--- config.mk ---
export PLATFORM = sky130hd
export DESIGN_NAME = two_digit_seven_segment_driver
export DESIGN_NICKNAME = d
export VERILOG_FILES = /design/src/hdl/tsd_pkg.sv /design/src/hdl/tsd_front.sv /design/src/hdl/tsd_cmdq.sv /design/src/hdl/tsd_back.sv /design/src/hdl/two_digit_seven_segment_driver.sv
export SDC_FILE = /design/constraint.sdc
export NUM_CORES = 1
export LEC_CHECK = 0
export ABC_CLOCK_PERIOD_IN_PS = 8000
export BUFFER_PORTS_ARGS = -buffer_cell sky130_fd_sc_hd__buf_2
export CAP_MARGIN = 15
export CORE_MARGIN = 1
export CORE_UTILIZATION = 30
export DETAILED_ROUTE_END_ITERATION = 10
export PLACE_DENSITY = 0.47
export SYNTH_ARGS = -nofsm -noshare
export SYNTH_HDL_FRONTEND = slang
export SYNTH_SLANG_ARGS = --single-unit
--- constraint.sdc ---
create_clock -name clock -period 8 [get_ports clock]
set_clock_uncertainty 0.1 [all_clocks]
set_input_delay 0 -clock clock [delete_from_list [all_inputs] [get_ports clock]]
set_output_delay 0 -clock clock [all_outputs]
set_load 0.01 [all_outputs]
--- src/hdl/tsd_pkg.sv ---
// Shared types, constants and decode functions for the two-digit seven-segment driver.
`default_nettype none

package tsd_pkg;

   // Command queue between front and back
   localparam int CmdqDepth = 2;
   localparam int CMDQ_AW   = $clog2(CmdqDepth);
   localparam int CMDQ_CW   = $clog2(CmdqDepth + 1);

   // Pin actions
   localparam logic [2:0] ACT_SHIFT   = 3'd0;
   localparam logic [2:0] ACT_LATCH_L = 3'd1;
   localparam logic [2:0] ACT_LATCH_R = 3'd2;
   localparam logic [2:0] ACT_ENABLE  = 3'd3;
   localparam logic [2:0] ACT_BLANK   = 3'd4;

   // Request kinds
   localparam logic REQ_WRITE = 1'b0;
   localparam logic REQ_TICK  = 1'b1;

   // A draw: 8 shifts, latch, 8 shifts, latch, enable
   localparam int DrawLen     = 19;
   localparam int STEP_W      = $clog2(DrawLen);
   localparam logic [STEP_W-1:0] STEP_LATCH_L = STEP_W'(8);
   localparam logic [STEP_W-1:0] STEP_LATCH_R = STEP_W'(17);
   localparam logic [STEP_W-1:0] STEP_ENABLE  = STEP_W'(DrawLen - 1);
   localparam logic [STEP_W-1:0] STEP_R_TOP   = STEP_W'(16);

   // floor(x / 100) for 16-bit x: (x * 83887) >> 23
   localparam logic [16:0] DIV100_RECIP = 17'd83887;
   localparam int          DIV100_SHIFT = 23;

   localparam logic [15:0] COUNT_RESET = 16'd200;
   localparam logic [15:0] ANIM_FRAMES = 16'd8;
   localparam logic [7:0]  CHAR_SPACE  = 8'h20;

   typedef struct packed {
      logic       blank;
      logic [7:0] left_seg;
      logic [7:0] right_seg;
   } cmd_type;

   function automatic logic [7:0] hex_seg(input logic [3:0] idx);
      logic [7:0] seg;
      case (idx)
         4'h0: seg = 8'h7E;
         4'h1: seg = 8'h30;
         4'h2: seg = 8'h6D;
         4'h3: seg = 8'h79;
         4'h4: seg = 8'h33;
         4'h5: seg = 8'h5B;
         4'h6: seg = 8'h5F;
         4'h7: seg = 8'h70;
         4'h8: seg = 8'h7F;
         4'h9: seg = 8'h7B;
         4'hA: seg = 8'h77;
         4'hB: seg = 8'h1F;
         4'hC: seg = 8'h4E;
         4'hD: seg = 8'h3D;
         4'hE: seg = 8'h4F;
         4'hF: seg = 8'h47;
         default: seg = 8'h00;
      endcase
      return seg;
   endfunction

   // Hex digit characters to segments; anything else is blank
   function automatic logic [7:0] decode_char(input logic [7:0] c);
      logic [7:0] seg;
      logic [7:0] off;
      seg = 8'h00;
      off = 8'h00;
      if (c >= 8'h30 && c <= 8'h39) begin
         off = c - 8'h30;
         seg = hex_seg(off[3:0]);
      end else if (c >= 8'h41 && c <= 8'h46) begin
         off = c - 8'h37;
         seg = hex_seg(off[3:0]);
      end else if (c >= 8'h61 && c <= 8'h66) begin
         off = c - 8'h57;
         seg = hex_seg(off[3:0]);
      end
      return seg;
   endfunction

   function automatic logic [7:0] anim_left(input logic [2:0] f);
      logic [7:0] seg;
      case (f)
         3'd0: seg = 8'h01;
         3'd1: seg = 8'h20;
         3'd2: seg = 8'h40;
         3'd3: seg = 8'h02;
         3'd4: seg = 8'h01;
         3'd5: seg = 8'h10;
         3'd6: seg = 8'h08;
         3'd7: seg = 8'h04;
         default: seg = 8'h00;
      endcase
      return seg;
   endfunction

   function automatic logic [7:0] anim_right(input logic [2:0] f);
      logic [7:0] seg;
      case (f)
         3'd0: seg = 8'h01;
         3'd1: seg = 8'h02;
         3'd2: seg = 8'h40;
         3'd3: seg = 8'h20;
         3'd4: seg = 8'h01;
         3'd5: seg = 8'h04;
         3'd6: seg = 8'h08;
         3'd7: seg = 8'h10;
         default: seg = 8'h00;
      endcase
      return seg;
   endfunction

   // x mod 5: 16 = 1 (mod 5), so sum the nibbles, then fold down
   function automatic logic [2:0] mod5_16(input logic [15:0] x);
      logic [5:0] s;
      s = 6'(x[3:0]) + 6'(x[7:4]) + 6'(x[11:8]) + 6'(x[15:12]);
      if (s >= 6'd40) s = s - 6'd40;
      if (s >= 6'd20) s = s - 6'd20;
      if (s >= 6'd10) s = s - 6'd10;
      if (s >= 6'd5)  s = s - 6'd5;
      return s[2:0];
   endfunction

endpackage

`default_nettype wire

--- src/hdl/tsd_front.sv ---
// Front end: accepts requests, keeps display state, derives commands from them.
`default_nettype none

module tsd_front (
   input  wire logic            clock,
   input  wire logic            reset,
   input  wire logic            push,
   output logic                 full,
   input  wire logic            req_type,
   input  wire logic [7:0]      req_left_char,
   input  wire logic [7:0]      req_right_char,
   input  wire logic            req_blink_enable,
   input  wire logic [15:0]     req_timeout_ms,
   input  wire logic            cmdq_full,
   output logic                 cmd_push,
   output tsd_pkg::cmd_type     cmd
);

   logic [7:0]  stored_left_ff,  stored_left_in;
   logic [7:0]  stored_right_ff, stored_right_in;
   logic        blink_mode_ff,   blink_mode_in;
   logic [15:0] countdown_ff,    countdown_in;
   logic        show_next_ff,    show_next_in;

   logic        accept;
   logic        is_write;
   logic [32:0] prod;
   logic [15:0] quot;
   logic [15:0] dec;
   logic        in_anim;
   logic        blink_hit;
   logic [7:0]  char_l, char_r;

   assign full     = cmdq_full;
   assign accept   = push && !cmdq_full;
   assign is_write = (req_type == tsd_pkg::REQ_WRITE);

   always_comb begin
      prod      = 33'(req_timeout_ms) * 33'(tsd_pkg::DIV100_RECIP);
      quot      = 16'(prod >> tsd_pkg::DIV100_SHIFT);
      dec       = countdown_ff - 16'd1;
      in_anim   = (dec < tsd_pkg::ANIM_FRAMES);
      blink_hit = blink_mode_ff && (tsd_pkg::mod5_16(dec) == 3'd0);
      char_l    = is_write ? req_left_char  : stored_left_ff;
      char_r    = is_write ? req_right_char : stored_right_ff;

      cmd.blank     = 1'b0;
      cmd.left_seg  = tsd_pkg::decode_char(char_l);
      cmd.right_seg = tsd_pkg::decode_char(char_r);
      cmd_push      = 1'b0;

      stored_left_in  = stored_left_ff;
      stored_right_in = stored_right_ff;
      blink_mode_in   = blink_mode_ff;
      countdown_in    = countdown_ff;
      show_next_in    = show_next_ff;

      if (accept) begin
         if (is_write) begin
            stored_left_in  = req_left_char;
            stored_right_in = req_right_char;
            blink_mode_in   = req_blink_enable;
            countdown_in    = quot;
            cmd_push        = 1'b1;
         end else if (in_anim) begin
            cmd.left_seg  = tsd_pkg::anim_left(dec[2:0]);
            cmd.right_seg = tsd_pkg::anim_right(dec[2:0]);
            cmd_push      = 1'b1;
            countdown_in  = (dec == 16'd0) ? tsd_pkg::ANIM_FRAMES : dec;
         end else begin
            countdown_in = dec;
            if (blink_hit) begin
               cmd_push     = 1'b1;
               cmd.blank    = !show_next_ff;
               show_next_in = !show_next_ff;
            end
         end
      end
   end

   always_ff @(posedge clock) begin
      if (reset) begin
         stored_left_ff  <= tsd_pkg::CHAR_SPACE;
         stored_right_ff <= tsd_pkg::CHAR_SPACE;
         blink_mode_ff   <= 1'b0;
         countdown_ff    <= tsd_pkg::COUNT_RESET;
         show_next_ff    <= 1'b1;
      end else begin
         stored_left_ff  <= stored_left_in;
         stored_right_ff <= stored_right_in;
         blink_mode_ff   <= blink_mode_in;
         countdown_ff    <= countdown_in;
         show_next_ff    <= show_next_in;
      end
   end

endmodule

`default_nettype wire

--- src/hdl/tsd_cmdq.sv ---
// Short command queue between the front end and the pin sequencer.
`default_nettype none

module tsd_cmdq (
   input  wire logic             clock,
   input  wire logic             reset,
   input  wire logic             wr_en,
   input  wire tsd_pkg::cmd_type wr_data,
   output logic                  q_full,
   input  wire logic             rd_en,
   output tsd_pkg::cmd_type      rd_data,
   output logic                  q_empty
);

   tsd_pkg::cmd_type entry_ff [tsd_pkg::CmdqDepth];

   logic [tsd_pkg::CMDQ_AW-1:0] wr_ptr_ff, wr_ptr_in;
   logic [tsd_pkg::CMDQ_AW-1:0] rd_ptr_ff, rd_ptr_in;
   logic [tsd_pkg::CMDQ_CW-1:0] count_ff,  count_in;

   assign q_full  = (count_ff == tsd_pkg::CMDQ_CW'(tsd_pkg::CmdqDepth));
   assign q_empty = (count_ff == '0);
   assign rd_data = entry_ff[rd_ptr_ff];

   always_comb begin
      wr_ptr_in = wr_en ? wr_ptr_ff + 1'b1 : wr_ptr_ff;
      rd_ptr_in = rd_en ? rd_ptr_ff + 1'b1 : rd_ptr_ff;
      count_in  = count_ff;
      if (wr_en && !rd_en) count_in = count_ff + tsd_pkg::CMDQ_CW'(1);
      if (rd_en && !wr_en) count_in = count_ff - tsd_pkg::CMDQ_CW'(1);
   end

   always_ff @(posedge clock) begin
      if (reset) begin
         wr_ptr_ff <= '0;
         rd_ptr_ff <= '0;
         count_ff  <= '0;
      end else begin
         wr_ptr_ff <= wr_ptr_in;
         rd_ptr_ff <= rd_ptr_in;
         count_ff  <= count_in;
      end
   end

   always_ff @(posedge clock) begin
      if (wr_en) entry_ff[wr_ptr_ff] <= wr_data;
   end

endmodule

`default_nettype wire

--- src/hdl/tsd_back.sv ---
// Back end: one pin action of a command per unstalled cycle into an output register.
`default_nettype none

module tsd_back (
   input  wire logic                clock,
   input  wire logic                reset,
   input  wire tsd_pkg::cmd_type    head,
   input  wire logic                q_empty,
   output logic                     q_pop,
   output logic                     empty,
   input  wire logic                pop,
   output logic [2:0]               rsp_action,
   output logic                     rsp_serial_level,
   output logic                     rsp_last
);

   logic [tsd_pkg::STEP_W-1:0] step_ff, step_in;
   logic                       valid_ff, valid_in;
   logic [2:0]                 action_ff, action_in;
   logic                       level_ff, level_in;
   logic                       last_ff, last_in;

   logic                       advance;
   logic                       go;
   logic                       final_step;
   logic [tsd_pkg::STEP_W-1:0] r_off;
   logic [2:0]                 r_idx;

   assign advance    = !valid_ff || pop;
   assign go         = advance && !q_empty;
   assign final_step = head.blank || (step_ff == tsd_pkg::STEP_ENABLE);
   assign q_pop      = go && final_step;

   assign empty            = !valid_ff;
   assign rsp_action       = action_ff;
   assign rsp_serial_level = level_ff;
   assign rsp_last         = last_ff;

   always_comb begin
      r_off = tsd_pkg::STEP_R_TOP - step_ff;
      r_idx = r_off[2:0];

      // segment data goes out MSB first, inverted
      action_in = tsd_pkg::ACT_SHIFT;
      level_in  = 1'b0;
      last_in   = final_step;
      if (head.blank) begin
         action_in = tsd_pkg::ACT_BLANK;
      end else if (step_ff < tsd_pkg::STEP_LATCH_L) begin
         level_in = !head.left_seg[~step_ff[2:0]];
      end else if (step_ff == tsd_pkg::STEP_LATCH_L) begin
         action_in = tsd_pkg::ACT_LATCH_L;
      end else if (step_ff < tsd_pkg::STEP_LATCH_R) begin
         level_in = !head.right_seg[r_idx];
      end else if (step_ff == tsd_pkg::STEP_LATCH_R) begin
         action_in = tsd_pkg::ACT_LATCH_R;
      end else begin
         action_in = tsd_pkg::ACT_ENABLE;
      end

      step_in = step_ff;
      if (go) step_in = final_step ? '0 : step_ff + tsd_pkg::STEP_W'(1);

      valid_in = valid_ff;
      if (go)       valid_in = 1'b1;
      else if (pop) valid_in = 1'b0;
   end

   always_ff @(posedge clock) begin
      if (reset) begin
         step_ff  <= '0;
         valid_ff <= 1'b0;
      end else begin
         step_ff  <= step_in;
         valid_ff <= valid_in;
      end
   end

   always_ff @(posedge clock) begin
      if (go) begin
         action_ff <= action_in;
         level_ff  <= level_in;
         last_ff   <= last_in;
      end
   end

endmodule

`default_nettype wire

--- src/hdl/two_digit_seven_segment_driver.sv ---
// Top level of the two-digit seven-segment driver: front end, command queue, pin sequencer.
// The first pin action of a request is registered in the queue entry, then in the output register.
// One pin action per cycle while pop keeps up; a draw is 19 pin actions, a blank one, set by the
// back-end step counter. Requests keep flowing while the 2-entry command queue has room.
// Reset (synchronous, active high): chars = space, blink off, countdown 200,
// blink shows next, queue and output register empty.
`default_nettype none

module two_digit_seven_segment_driver (
   input  wire logic        clock,
   input  wire logic        reset,
   // request side
   input  wire logic        push,
   output logic             full,
   input  wire logic        req_type,
   input  wire logic [7:0]  req_left_char,
   input  wire logic [7:0]  req_right_char,
   input  wire logic        req_blink_enable,
   input  wire logic [15:0] req_timeout_ms,
   // result side
   output logic             empty,
   input  wire logic        pop,
   output logic [2:0]       rsp_action,
   output logic             rsp_serial_level,
   output logic             rsp_last
);

   // Front end -> queue
   tsd_pkg::cmd_type cmd_wr;
   logic             cmd_push;
   logic             cmdq_full;

   // Queue -> back end
   tsd_pkg::cmd_type cmd_head;
   logic             cmdq_empty;
   logic             cmdq_pop;

   // Front: holds the chars, blink flag and countdown. A write or tick is classified
   // here in its transfer cycle; ticks that do nothing push no command.
   tsd_front u_front (
      .clock            (clock),
      .reset            (reset),
      .push             (push),
      .full             (full),
      .req_type         (req_type),
      .req_left_char    (req_left_char),
      .req_right_char   (req_right_char),
      .req_blink_enable (req_blink_enable),
      .req_timeout_ms   (req_timeout_ms),
      .cmdq_full        (cmdq_full),
      .cmd_push         (cmd_push),
      .cmd              (cmd_wr)
   );

   // Decouples the front from the pin sequencer so each side can stall on its own.
   tsd_cmdq u_cmdq (
      .clock   (clock),
      .reset   (reset),
      .wr_en   (cmd_push),
      .wr_data (cmd_wr),
      .q_full  (cmdq_full),
      .rd_en   (cmdq_pop),
      .rd_data (cmd_head),
      .q_empty (cmdq_empty)
   );

   // Back: walks the head command, releasing it after its final action.
   tsd_back u_back (
      .clock            (clock),
      .reset            (reset),
      .head             (cmd_head),
      .q_empty          (cmdq_empty),
      .q_pop            (cmdq_pop),
      .empty            (empty),
      .pop              (pop),
      .rsp_action       (rsp_action),
      .rsp_serial_level (rsp_serial_level),
      .rsp_last         (rsp_last)
   );

endmodule

`default_nettype wire

Word level (Yosys, flattened, before mapping)
Memory sizes are Yosys's and may differ from the RTL's. A register that Yosys moved wholly into a read port is not among the register bits.
Cells that the tools add are included.

word-level totals
  register bits after elaboration = 49
  memory bits (writable) = 34
  memory bits (read-only) = 784
  input bits = 38
  output and inout port bits = 7
  logic and storage cells = 148
  memories kept = 9

operators by class
  add/sub/neg operators = 20
  multiply operators = 1
  order comparisons = 21
  equal/unequal tests = 4
  mux-type cells = 44
  bitwise gates (word level) = 3
  reduce and logical (&&, ||, !) cells = 31

memories
  memory           words  bits a word  read ports  clocked after Yosys merged registers in  write ports  line           text
  (no name shown)  16     7            1           0                                        0            tsd_pkg.sv:46  case (idx)
  (no name shown)  16     7            1           0                                        0            tsd_pkg.sv:46
  (no name shown)  16     7            1           0                                        0            tsd_pkg.sv:46
  (no name shown)  16     7            1           0                                        0            tsd_pkg.sv:46
  (no name shown)  16     7            1           0                                        0            tsd_pkg.sv:46
  (no name shown)  16     7            1           0                                        0            tsd_pkg.sv:46
  3 more memories  --     --           --          --                                       --           --

operators by type and width
  cell                                                                              number
  16-bit 2-to-1 mux                                                                 4
  8-bit 2-to-1 mux                                                                  8
  17-bit 2-to-1 mux                                                                 2
  16-bit by 17-bit multiplier with 33-bit output, second input constant             1
  8-bit by 7-bit >= comparator with 1-bit output, second input constant             4
  8-bit by 7-bit less-or-equal comparator with 1-bit output, second input constant  4
  1-bit 2-to-1 mux                                                                  18
  6-bit 2-to-1 mux                                                                  3
  8-bit by 6-bit >= comparator with 1-bit output, second input constant             2
  8-bit by 6-bit less-or-equal comparator with 1-bit output, second input constant  2
  16-bit logical NOT                                                                1
  16-bit by 4-bit < comparator with 1-bit output, second input constant             1
  16-bit by 1-bit subtractor with 16-bit output, second input constant              1
  4-bit by 3-bit subtractor with 4-bit output, second input constant                4
  6-bit by 4-bit adder with 6-bit output                                            2
  1-bit logical AND                                                                 12
  3-bit 2-to-1 mux                                                                  4
  5-bit == test, second input constant                                              2
  1-bit logical NOT                                                                 8
  3-bit by 4-bit < comparator with 1-bit output, second input constant              2
  4-bit by 1-bit subtractor with 4-bit output, second input constant                2
  1-bit binary-select mux with 3-bit select                                         2
  6-bit by 3-bit >= comparator with 1-bit output, second input constant             1
  6-bit by 4-bit >= comparator with 1-bit output, second input constant             1
  other kinds (28)                                                                  33

Longest topological paths before layout
Gate-level depths: netlist (run 1).

  depth in word-level cells = 21
  mapped depth = 34
  mapped depth without buffers = 33

Modules after synthesis
From an unflattened synthesis (run 1), not the netlist that was laid out.

second synthesis, totals
  cell total of the unflattened synthesis = 1,158
  area, all modules = 10,716.5 µm²

modules (own cells, without submodules)
  module     instances  cells each  area an instance (µm²)  sequential area each (µm²)
  tsd_front  1          1,015       8,580.7                 680.7
  tsd_cmdq   1          75          1,427.6                 1,121.1
  tsd_back   1          68          708.2                   270.3

Worst setup path before layout (run 1)
OpenSTA, ideal clock, no wires.

  kind = flip-flop to flip-flop
  start = register u_front.countdown_ff[2]
  end = memory u_cmdq.entry_ff[0][0] in the netlist's numbering (enable)
  library setup time = 406 ps
  data arrival time = 7,070 ps
  data required time = 7,494 ps
  setup slack = 424 ps
  cell stages (with the launch flop) = 30
  buffers on the path = 1
  clock period less this slack = 7,576 ps
  path through = dfxtp_1 > or3_1 > or3b_1 > clkbuf_1 > xnor2_1 > ha_1 > inv_1 > o21ai_0 > a211oi_1 > xnor2_1 > fa_1 > ha_1 > a21oi_2 > xnor2_2 > inv_2 > ha_1 > nor2b_1 > o41ai_1 > a221o_1 > nand2_1 > o2111ai_1 > o21a_1 > inv_1 > ha_1 > nor2b_1 > a311oi_1 > and2_1 > o32ai_2 > a21oi_1 > nor3_1

between the ends
  cells in the longest elaborated chain, start to end = 20
  elaborated cells on any way between the ends = 25
  classes of those cells = 8 x add/sub; 5 x order compare; 10 x mux; 2 x reduce/logical

RTL lines
  item                                                                                                           line             text
  from (decl)                                                                                                    tsd_front.sv:22  logic [15:0] countdown_ff, countdown_in;
  from (signal assigned)                                                                                         tsd_front.sv:86  countdown_ff <= tsd_pkg::COUNT_RESET;
  from (signal assigned)                                                                                         tsd_front.sv:92  countdown_ff <= countdown_in;
  16-bit by 1-bit subtractor with 16-bit output (*)                                                              tsd_front.sv:41  dec = countdown_ff - 16'd1;
  4-bit by 4-bit adder with 5-bit output                                                                         tsd_pkg.sv:122   s = 6'(x[3:0]) + 6'(x[7:4]) + 6'(x[11:8]) + 6'(x[15:12]);
  6-bit by 4-bit adder with 6-bit output (2 in a row)                                                            tsd_pkg.sv:122
  6-bit subtractor or 6-bit >= comparator (tied branches)                                                        tsd_pkg.sv:123   if (s >= 6'd40) s = s - 6'd40;
  6-bit 2-to-1 mux                                                                                               tsd_pkg.sv:123
  6-bit by 5-bit subtractor with 6-bit output or 6-bit by 5-bit >= comparator with 1-bit output (tied branches)  tsd_pkg.sv:124   if (s >= 6'd20) s = s - 6'd20;
  6-bit 2-to-1 mux                                                                                               tsd_pkg.sv:124
  6-bit by 4-bit subtractor with 6-bit output or 6-bit by 4-bit >= comparator with 1-bit output (tied branches)  tsd_pkg.sv:125   if (s >= 6'd10) s = s - 6'd10;
  [3 not listed]                                                                                                 --
  3-bit logical NOT                                                                                              tsd_front.sv:43  blink_hit = blink_mode_ff && (tsd_pkg::mod5_16(dec) == 3'd0);
  1-bit logical AND                                                                                              tsd_front.sv:43
  1-bit 2-to-1 mux                                                                                               tsd_front.sv:72  if (blink_hit) begin
  1-bit 2-to-1 mux (*)                                                                                           tsd_front.sv:65  end else if (in_anim) begin
  1-bit 2-to-1 mux (*)                                                                                           tsd_front.sv:59  if (is_write) begin
  1-bit 2-to-1 mux (*)                                                                                           tsd_front.sv:58  if (accept) begin
  1-bit 2-to-1 mux (*)                                                                                           tsd_cmdq.sv:46   if (wr_en) entry_ff[wr_ptr_ff] <= wr_data;
  1-bit 2-to-1 mux (not written as such) (*)                                                                     tsd_cmdq.sv:46
  to (decl)                                                                                                      tsd_cmdq.sv:15   tsd_pkg::cmd_type entry_ff [tsd_pkg::CmdqDepth];

Mark *: on every way between the ends. The rest lies on a longest branch, timed or not.

Final worst setup path (run 1)
  start = register u_front.countdown_ff[2]
  end = register u_cmdq.count_ff[1] in the netlist's numbering

between the ends
  cells in the longest elaborated chain, start to end = 21
  elaborated cells on any way between the ends = 28
  classes of those cells = 8 x add/sub; 5 x order compare; 9 x mux; 6 x reduce/logical

RTL lines
  item                                                                                                           line             text
  16-bit by 1-bit subtractor with 16-bit output (*)                                                              tsd_front.sv:41
  4-bit by 4-bit adder with 5-bit output                                                                         tsd_pkg.sv:122
  6-bit by 4-bit adder with 6-bit output (2 in a row)                                                            tsd_pkg.sv:122
  6-bit subtractor or 6-bit >= comparator (tied branches)                                                        tsd_pkg.sv:123
  6-bit 2-to-1 mux                                                                                               tsd_pkg.sv:123
  6-bit by 5-bit subtractor with 6-bit output or 6-bit by 5-bit >= comparator with 1-bit output (tied branches)  tsd_pkg.sv:124
  6-bit 2-to-1 mux                                                                                               tsd_pkg.sv:124
  6-bit by 4-bit subtractor with 6-bit output or 6-bit by 4-bit >= comparator with 1-bit output (tied branches)  tsd_pkg.sv:125
  [4 not listed]                                                                                                 --
  1-bit logical AND                                                                                              tsd_front.sv:43
  1-bit 2-to-1 mux                                                                                               tsd_front.sv:72
  1-bit 2-to-1 mux (*)                                                                                           tsd_front.sv:65
  1-bit 2-to-1 mux (*)                                                                                           tsd_front.sv:59
  1-bit 2-to-1 mux (*)                                                                                           tsd_front.sv:58
  1-bit logical NOT                                                                                              tsd_cmdq.sv:30   if (rd_en && !wr_en) count_in = count_ff - tsd_pkg::CMDQ_CW'(1);
  1-bit logical AND                                                                                              tsd_cmdq.sv:30
  2-bit 2-to-1 mux or 2-bit nonzero test (tied branches)                                                         --
  to (signal assigned)                                                                                           tsd_cmdq.sv:41   count_ff <= count_in;
  to (decl)                                                                                                      tsd_cmdq.sv:19   logic [tsd_pkg::CMDQ_CW-1:0] count_ff, count_in;

Marked as above.
A chain may end at the register's enable or synchronous reset.

==> impl_metrics.toml, run 1 <==
[status]
status = "finished clean"

[setup_path]
critPathKind = "flop to flop"
endpoint = "u_cmdq.count_ff[1]"
crit_fanout = 7
cp.required_ps = 8180
crit_path_top_delay_cell = "fa_1"
worstPathArrival_ps = 7720
rr_endpoint = "u_cmdq.count_ff[1]"
path_common_cell = "ha_1"
cp-start-kind = "flop"
end_kind = "flop"
cp_num_buf_inv = 3
crit_start = "u_front.countdown_ff[2]"
crit_family = "simple AND/OR/NAND/NOR gates"
cp.depth = 31
r2r_setup_slack_ps = 460
slowest_delay_ps = 500
regToRegStartpoint = "u_front.countdown_ff[2]"
worstRegToRegCells = 31

[clocking]
clkTransAtPathRegs_ps = 60
clock_sinks = 80
cts_tree = "built"
clk-insertion-delay-late_ps = 350
cts_made_buffers = 9
root_buffer = "clkbuf_16"
htree_num_levels = 3
clockBufferDepth = 2

[drt]
via_per_inst = 4.879
drtIter0Drc = 450
routed-via-count = 7948
drt_first_pass_iters = 5
wl_per_cell_um = 15.65
drc = 0
ant_nets = 0
wl_um = 25490

[floorplanning]
start_util = 0.3054
die_w_um = 189.5
die_h_um = 189.5
pin_count = 45
die_area_um2 = 35920
core-area_um2 = 34540
fp-row-count = 68

[synthesis]
synthSimpleGateAreaFrac = 0.1276
synthFlopType = "dfxtp_1"
synth_top_area_frac = 0.2052
synthesis.nets = 1439
synth.area.mux_share = 0.04412
synth_top_family_by_area = "adder cells"
ys_warn_count = 0
synthTopCellsByCount = "ha_1 (173), inv_1 (162), fa_1 (102)"
synth-xor-area-share = 0.03558
synth_edf_count = 35
ys_ff_latch = 80
yosysMostFrequentCell = "ha_1"
yosys.area.top_type = "ha_1"
syn_area_um2 = 10550
syn_area_per_cell_um2 = 9.368
async_flop_share = 0
synth-compound-area-share = 0.1366
synthCells = 1126
yosysUniqueCellTypes = 79
ys_seq_area_frac = 0.1850
ys_top_cells_by_area = "ha_1 (21%), fa_1 (19%), edfxtp_1 (10%)"
synthAdderAreaFrac = 0.3988

[finish]
syn_to_final_growth_pct = 12.11
fillers = 3582
drive_gt1_frac = 0.1031
fin_cells = 1629
antenna_cells = 0
final_nets = 1482
stdcell_area_um2 = 11830

[pwr]
peakVddDrop_mv = 0.4644
powerDensity_nw_per_um2 = 457.5
p_leak_nw = 5.290

[grt]
grt_max_degree = 44
grt_remaining_overflow = 0
antenna_found_initial = 0
grt_pass1_vias = 8103
groute.usage.overall = 0.1467
grt_pass1_wl_um = 42160

[timing]
hold_viol_final = 0
relSlewSlack = 0.3373
worstMarginPinSlew_ps = 994.1
setup_viol_count_final = 0
fin_crit_ps = 7538
finalCritPeriodShare = 0.9423
max_freq_mhz = 132.7
drv_slew = 0

[min_path]
hp-class = "primary input to flop"
hold_start = "push"

[placement]
gp_congestion = 0.8150
dp_cells = 1601
port_buffers = 44
hpwl_um = 20760
place_area_um2 = 11280

[run]
max_cap_violations = 0
## power by group
group | internal (mW) | switching, mW | total, mW
Clock | 0.337 | 0.173 | 0.511
Sequential | 0.514 | 0.0624 | 0.577
Combinational | 1.88 | 2.44 | 4.32
## kinds of logic (layout without fill, tap and decap cells)
family	Yosys count	after routing
xor gates and xnor gates	42	42
buffers and inverters	200	248
and+or+nand+nor	276	276
adders and majority gates	275	275
muxes	34	34
DFF	80	80
AOI/OAI and AO/OA	219	219
## cell usage in the layout, fill, tap and decap left out, types with 12 or more instances in the layout
cell type	count
a211oi_1	19
a21oi_1	63
buf_2	44
buf_4	12
dfxtp_1	45
edfxtp_1	35
fa_1	101
ha_1	171
inv_1	162
mux2i_1	15
nand2_1	63
nand2b_1	14
nor2_1	88
nor3_1	30
o21ai_0	47
xnor2_1	23
xor2_1	15
## layout make-up
cell class,count,area [µm²],share of cell area
clock buffers,11,232.7,0.01968
clock inverters,5,128.9,0.01090
inverters,166,623.1,0.05269
flip-flops and latches,80,1952,0.1650
multi-input cells,846,7910,0.6689
repair buffers,66,410.4,0.03470
well taps,455,569.3,0.04814
## timing repair
action	CTS	global route
hold buffers	10	0
setup buffers	0	2
resized for setup	0	12
endpoints found under the setup margin	0	32
hold endpoints to repair	10	0
## worst min path at each step
| stage | end | slack [ps] | cells after the start |
|---|---|---|---|
| 2_1_floorplan | u_front.stored_left_ff[5] | 20 | 2 |
| 5_1_grt | u_front.countdown_ff[15] | 30 | 4 |
| 3_3_place_gp | u_front.blink_mode_ff | 150 | 3 |
| 4_1_cts | u_front.countdown_ff[15] | 10 | 4 |
| 6_report | u_front.countdown_ff[15] | 30 | 4 |
| 3_5_place_dp | u_front.blink_mode_ff | 150 | 3 |
## flip-flops by register name, indices dropped and copies added, names as in the netlist, named ones only
signal                   cells
u_front.countdown_ff        16
u_front.show_next_ff         1
u_front.blink_mode_ff        1
u_front.stored_right_ff      8
u_cmdq.entry_ff             30
u_back.rsp_action            3
u_back.step_ff               5
u_cmdq.rd_ptr_ff             1
u_back.valid_ff              1
u_front.stored_left_ff       8
u_cmdq.count_ff              2
u_back.rsp_serial_level      1
u_back.rsp_last              1
u_cmdq.wr_ptr_ff             1
## through the flow
step                      TNS, ps  power (mW)    util  hold WS (ps)  setup slack [ps]
after floorplan                 0       3.742       -         24.21             424.1
after global placement          0       4.626  0.3265         145.0             325.9
after detailed placement        0       4.665  0.3265         152.8             128.3
after CTS                       0       5.229  0.3399         9.560             91.64
after global routing       -16.28       6.061  0.3424         31.65            -16.28
final                           0       5.410  0.3424         26.21             461.6
## worst reg2reg max path: cells and delay by family (launching register included)
| family | cells | cell delay, ps |
|---|---|---|
| AND/OR/NAND/NOR | 8 | 2140 |
| adder cells (fa/ha/maj) | 6 | 2100 |
| AO/OA/AOI/OAI | 11 | 1890 |
| XOR/XNOR | 3 | 620 |
| flip-flops | 1 | 350 |
| buffers and inverters | 3 | 260 |
## routing by layer
layer	up-vias	part of all wire	global-route usage
li1	3980	-	-
met4	0	0.0069	0.02605
met3	15	0.024	0.01576
met5	-	0	0
met1	3854	0.49	0.1995
met2	99	0.48	0.2518
Power figures use the tool's default switching activity.
==> inputs of run 2 (changes only) <==
--- a/config.mk
+++ b/config.mk
@@ -5,13 +5,13 @@
 export SDC_FILE = /design/constraint.sdc
 export NUM_CORES = 1
 export LEC_CHECK = 0
+export ABC_AREA = 1
 export ABC_CLOCK_PERIOD_IN_PS = 8000
 export BUFFER_PORTS_ARGS = -buffer_cell sky130_fd_sc_hd__buf_2
 export CAP_MARGIN = 15
 export CORE_MARGIN = 1
 export CORE_UTILIZATION = 30
 export DETAILED_ROUTE_END_ITERATION = 10
-export PLACE_DENSITY = 0.47
 export SYNTH_ARGS = -nofsm -noshare
 export SYNTH_HDL_FRONTEND = slang
 export SYNTH_SLANG_ARGS = --single-unit
==> impl_metrics.toml, run 2 <==
[synthesis]
yosysUniqueCellTypes = 51
ys_seq_area_frac = 0.1815
yosys.area.top_type = "ha_1"
yosysMostFrequentCell = "inv_1"
synthCells = 1314
syn_area_um2 = 10750
ys_warn_count = 0
synthesis.nets = 1627
syn_area_per_cell_um2 = 8.182
synth_top_area_frac = 0.2013
synthFlopType = "dfxtp_1"
async_flop_share = 0
synthTopCellsByCount = "inv_1 (256), ha_1 (173), nand2_1 (164)"
ys_top_cells_by_area = "ha_1 (20%), fa_1 (19%), edfxtp_1 (9.8%)"
synth_edf_count = 35
ys_ff_latch = 80

[finish]
fillers = 3630
antenna_cells = 0
largest_reg_flops = 30
drive_gt1_frac = 0.08958
regMostFlops = "u_cmdq.entry_ff"
layout_commonest_cell = "inv_1"
fin_cells = 1828
final_cell_mix = "inv_1 (256), ha_1 (173), nand2_1 (164)"
syn_to_final_growth_pct = 10.61
reg.largest.list = "u_cmdq.entry_ff (30), u_front.countdown_ff (16)"
final_nets = 1681

[placement]
port_buffers = 44
gp_congestion = 0.8745
place_ws_ps = 1162
hpwl_um = 20220
dp_cells = 1798

[clocking]
clock_sinks = 80
cts_setup_buffers = 0
clkTransAtPathRegs_ps = 70
root_buffer = "clkbuf_16"
cts_tree = "built"
htree_num_levels = 3
clk-insertion-delay-late_ps = 340
clockBufferDepth = 2
ctsResizeCount = 0
ctsHoldBuffers = 14
cts_made_buffers = 9

[min_path]
hp-class = "primary input to flop"
hold_start = "push"

[floorplanning]
die_w_um = 191.3
die_area_um2 = 36600
pin_count = 45
fp-row-count = 68
core-area_um2 = 34880
start_util = 0.3082
die_h_um = 191.3

[setup_path]
worstPathArrival_ps = 6970
crit_family = "adder cells"
path_common_cell = "ha_1"
critPathKind = "flop to flop"
cp.required_ps = 8130
cp_num_buf_inv = 4
cp-start-kind = "flop"
slowest_delay_ps = 450
end_kind = "flop"
crit_start = "u_front.countdown_ff[0]"
crit_fanout = 6
crit_path_top_delay_cell = "fa_1"
regToRegStartpoint = "u_front.countdown_ff[0]"

[timing]
rsz0062_at_grt = "false"
setup_slack_ps = 1154
drv_slew = 0
relSlewSlack = 0.3668
finalCritPeriodShare = 0.8557
hold_viol_final = 0
max_freq_mhz = 146.1
setup_viol_count_final = 0
fin_crit_ps = 6846
finalSetupTns_ps = 0
worstMarginPinSlew_ps = 948.7

[drt]
drt_first_pass_iters = 5
wl_um = 24630
ant_nets = 0
wl_per_cell_um = 13.47
drc = 0
routed-via-count = 8740
drtIter0Drc = 561
via_per_inst = 4.781

[grt]
grt_pass1_wl_um = 41680
grt_max_degree = 42
groute.usage.overall = 0.1396
grt_remaining_overflow = 0
grt_pass1_vias = 8692
antenna_found_initial = 0

[status]
status = "finished clean"

[run]
max_cap_violations = 0
==> run 2: changes by cell type after synthesis, moves of 13 or more <==
cell      previous run  this run
o21ai_0             47        91
nand2_2              0        15
inv_1              162       256
nor3_1              31        16
nand2_1             63       164
nand2b_1            14         0
mux2i_1             15         2
xnor2_1             25         5
a211oi_1            19         3
nand3_1             11        55
a21oi_1             64        92
==> run 2: routing by layer <==
metal  vias up  share of wire  global-route usage
met5         -              0                   0
met4         0         0.0094             0.02534
met3        17          0.031             0.01854
met2       160           0.48              0.2405
met1      4136           0.48              0.1865
li1       4427              -                   -
==> run 2: final timing paths <==
kind                                to  slack (ps)  depth (start not counted)
min reg2reg  u_front.stored_left_ff[2]         350                          2
min           u_front.countdown_ff[12]         110                          5
max                 u_cmdq.count_ff[1]        1150                         41
max reg2reg         u_cmdq.count_ff[1]        1150                         41
==> run 2: layout make-up <==
| class | instances | area (µm²) | area share |
|---|---|---|---|
| Clock inverter | 6 | 36.28 | 0.003051 |
| Tap cell | 455 | 569.3 | 0.04787 |
| Clock buffer | 10 | 229.0 | 0.01925 |
| Sequential cell | 80 | 1952 | 0.1641 |
| Inverter | 264 | 991.0 | 0.08332 |
| Timing Repair Buffer | 63 | 397.9 | 0.03346 |
| Multi-Input combinational cell | 950 | 7717 | 0.6489 |
==> run 2: stage by stage <==
| step | util | instance area [µm²] | hold WS, ps |
|---|---|---|---|
| CTS | 0.3409 | 11890 | 92.26 |
| global placement | 0.3293 | 11490 | 186.1 |
| global route | 0.3409 | 11890 | 121.1 |
| detailed placement | 0.3293 | 11490 | 190.2 |
| floorplan | - | 10750 | -0.2787 |
| finish | 0.3409 | 11890 | 112.8 |
==> run 2: logic make-up (layout without fill, tap and decap cells) <==
family | count (synthesis) | after routing | share of synthesized area
multiplexers | 3 | 3 | 0.003142
buffers and inverters | 284 | 343 | 0.1010
flip-flops | 80 | 80 | 0.1815
adder cells (fa/ha/maj) | 275 | 275 | 0.3912
AO/OA/AOI/OAI | 267 | 267 | 0.1423
XOR/XNOR | 22 | 22 | 0.01862
AND/OR/NAND/NOR | 383 | 383 | 0.1621
==> run 2: worst min-delay path, stage by stage <==
cell     delay, ps
buf_2           90
o21ai_2         50
buf_4          220
nand2_1         90
a21oi_1         50
Power of run 2 is left out: the tool's default activity adds up to more than one toggle a clock period on the data nets, which glitch-free logic cannot reach.
==> inputs of run 3 (changes only) <==
--- a/config.mk
+++ b/config.mk
@@ -9,6 +9,7 @@
 export ABC_CLOCK_PERIOD_IN_PS = 8000
 export BUFFER_PORTS_ARGS = -buffer_cell sky130_fd_sc_hd__buf_2
 export CAP_MARGIN = 15
+export CORE_ASPECT_RATIO = 1.5
 export CORE_MARGIN = 1
 export CORE_UTILIZATION = 30
 export DETAILED_ROUTE_END_ITERATION = 10
==> impl_metrics.toml, run 3 (synthesized netlist as in run 2, its figures left out) <==
[run]
max_cap_violations = 0

[setup_path]
cp-start-kind = "flop"
path_common_cell = "ha_1"
crit_path_top_delay_cell = "fa_1"
end_kind = "flop"
crit_fanout = 6
critPathKind = "flop to flop"
worstPathArrival_ps = 6890
slowest_delay_ps = 460
cp.required_ps = 8130

[finish]
final_nets = 1678
largest_reg_flops = 30
antenna_cells = 0
drive_gt1_frac = 0.09051
final_cell_mix = "inv_1 (256), ha_1 (173), nand2_1 (164)"
regMostFlops = "u_cmdq.entry_ff"
layout_commonest_cell = "inv_1"
reg.largest.list = "u_cmdq.entry_ff (30), u_front.countdown_ff (16)"
post-route-util = 0.3386
syn_to_final_growth_pct = 10.87
fillers = 3642
fin_cells = 1843

[clocking]
clk-insertion-delay-late_ps = 350
htree_num_levels = 3
cts_tree = "built"
cts_made_buffers = 9
clkTransAtPathRegs_ps = 70
root_buffer = "clkbuf_16"
ctsResizeCount = 0
clockBufferDepth = 2
clock_sinks = 80

[floorplanning]
core-area_um2 = 35210
pin_count = 45
fp-row-count = 84
die_area_um2 = 36610
die_h_um = 233.9
start_util = 0.3054
die_w_um = 156.6

[drt]
drtIter0Drc = 397
drt_first_pass_iters = 5
drc = 0
ant_nets = 0
met1Wirelength_um = 10420
via_per_inst = 4.788
routed-via-count = 8825
highest_layer = "met4"
wl_met3_um = 484
wl_met2_um = 14950
wl_um = 26600
wl_per_cell_um = 14.43

[placement]
port_buffers = 44
gp_congestion = 0.9351
dp_cells = 1816
place_ws_ps = 1261
hpwl_um = 22350

[timing]
hold_viol_final = 0
relSlewSlack = 0.3875
finalSetupTns_ps = 0
max_freq_mhz = 148.0
rsz0062_at_grt = "false"
fin_crit_ps = 6757
worstMarginPinSlew_ps = 909.1
setup_slack_ps = 1243
drv_slew = 0
setup_viol_count_final = 0
finalCritPeriodShare = 0.8446

[min_path]
hp-class = "primary input to flop"

[grt]
grt_pass1_wl_um = 44330
grt_pass1_vias = 9084
grt_max_degree = 36
grt_remaining_overflow = 0
groute.usage.overall = 0.1520
antenna_found_initial = 0

[status]
status = "finished clean"
-- run 3: cell types whose count changed in the layout (fill, tap and decap cells not counted) --
cell / previous run / this run
inv_4: 1 / 0
clkbuf_16: 9 / 10
inv_8: 0 / 1
inv_6: 0 / 1
clkbuf_1: 1 / 0
clkinv_4: 0 / 2
dlygate4sd3_1: 14 / 11
clkinv_2: 3 / 1
clkinvlp_4: 2 / 1
-- run 3: cell type report --
type	count	area [µm²]	share of cell area
clock inverters	6	50.05	0.004199
inverters	264	991.0	0.08313
flip-flops and latches	80	1952	0.1637
clock buffers	10	250.2	0.02099
multi-input cells	950	7717	0.6474
repair buffers	60	367.9	0.03086
well taps	473	591.8	0.04965
-- run 3: routing by layer --
metal  track usage  vias to the layer above
met5             0                        -
met4       0.05270                        0
met3       0.01294                       47
met2        0.3039                      135
met1        0.1635                     4226
li1              -                     4417
-- run 3: final timing paths --
check / start / end / slack (ps) / cells past startpoint
worst max register to register: u_front.countdown_ff[0] / u_cmdq.count_ff[1] / 1240 / 41
worst min-delay path: req_right_char[6] / u_front.stored_right_ff[6] / 20 / 3
worst min register to register: u_front.stored_left_ff[2] / u_front.stored_left_ff[2] / 350 / 2
worst max-delay path: u_front.countdown_ff[0] / u_cmdq.count_ff[1] / 1240 / 41
-- run 3: timing repair --
item	in CTS	in global routing
buffers inserted	0	0
hold endpoints to repair	17	0
hold buffers	11	0
-- run 3: metrics by stage --
stage          hold WS [ps]  area [µm²]
6_report              16.03       11920
5_1_grt               47.76       11920
4_1_cts               27.30       11920
3_5_place_dp          154.5       11510
3_3_place_gp          148.2       11510
2_1_floorplan       -0.2787       10750
-- run 3: worst max-delay path: cells and delay by family (launching register included) --
kind / cells / cell delay [ps]
DFF: 1 / 350
buffers and inverters: 4 / 370
and+or+nand+nor: 21 / 2080
xor gates and xnor gates: 3 / 720
adders and majority gates: 7 / 2170
AOI/OAI and AO/OA: 6 / 860
Power of run 3 is left out for the same reason.
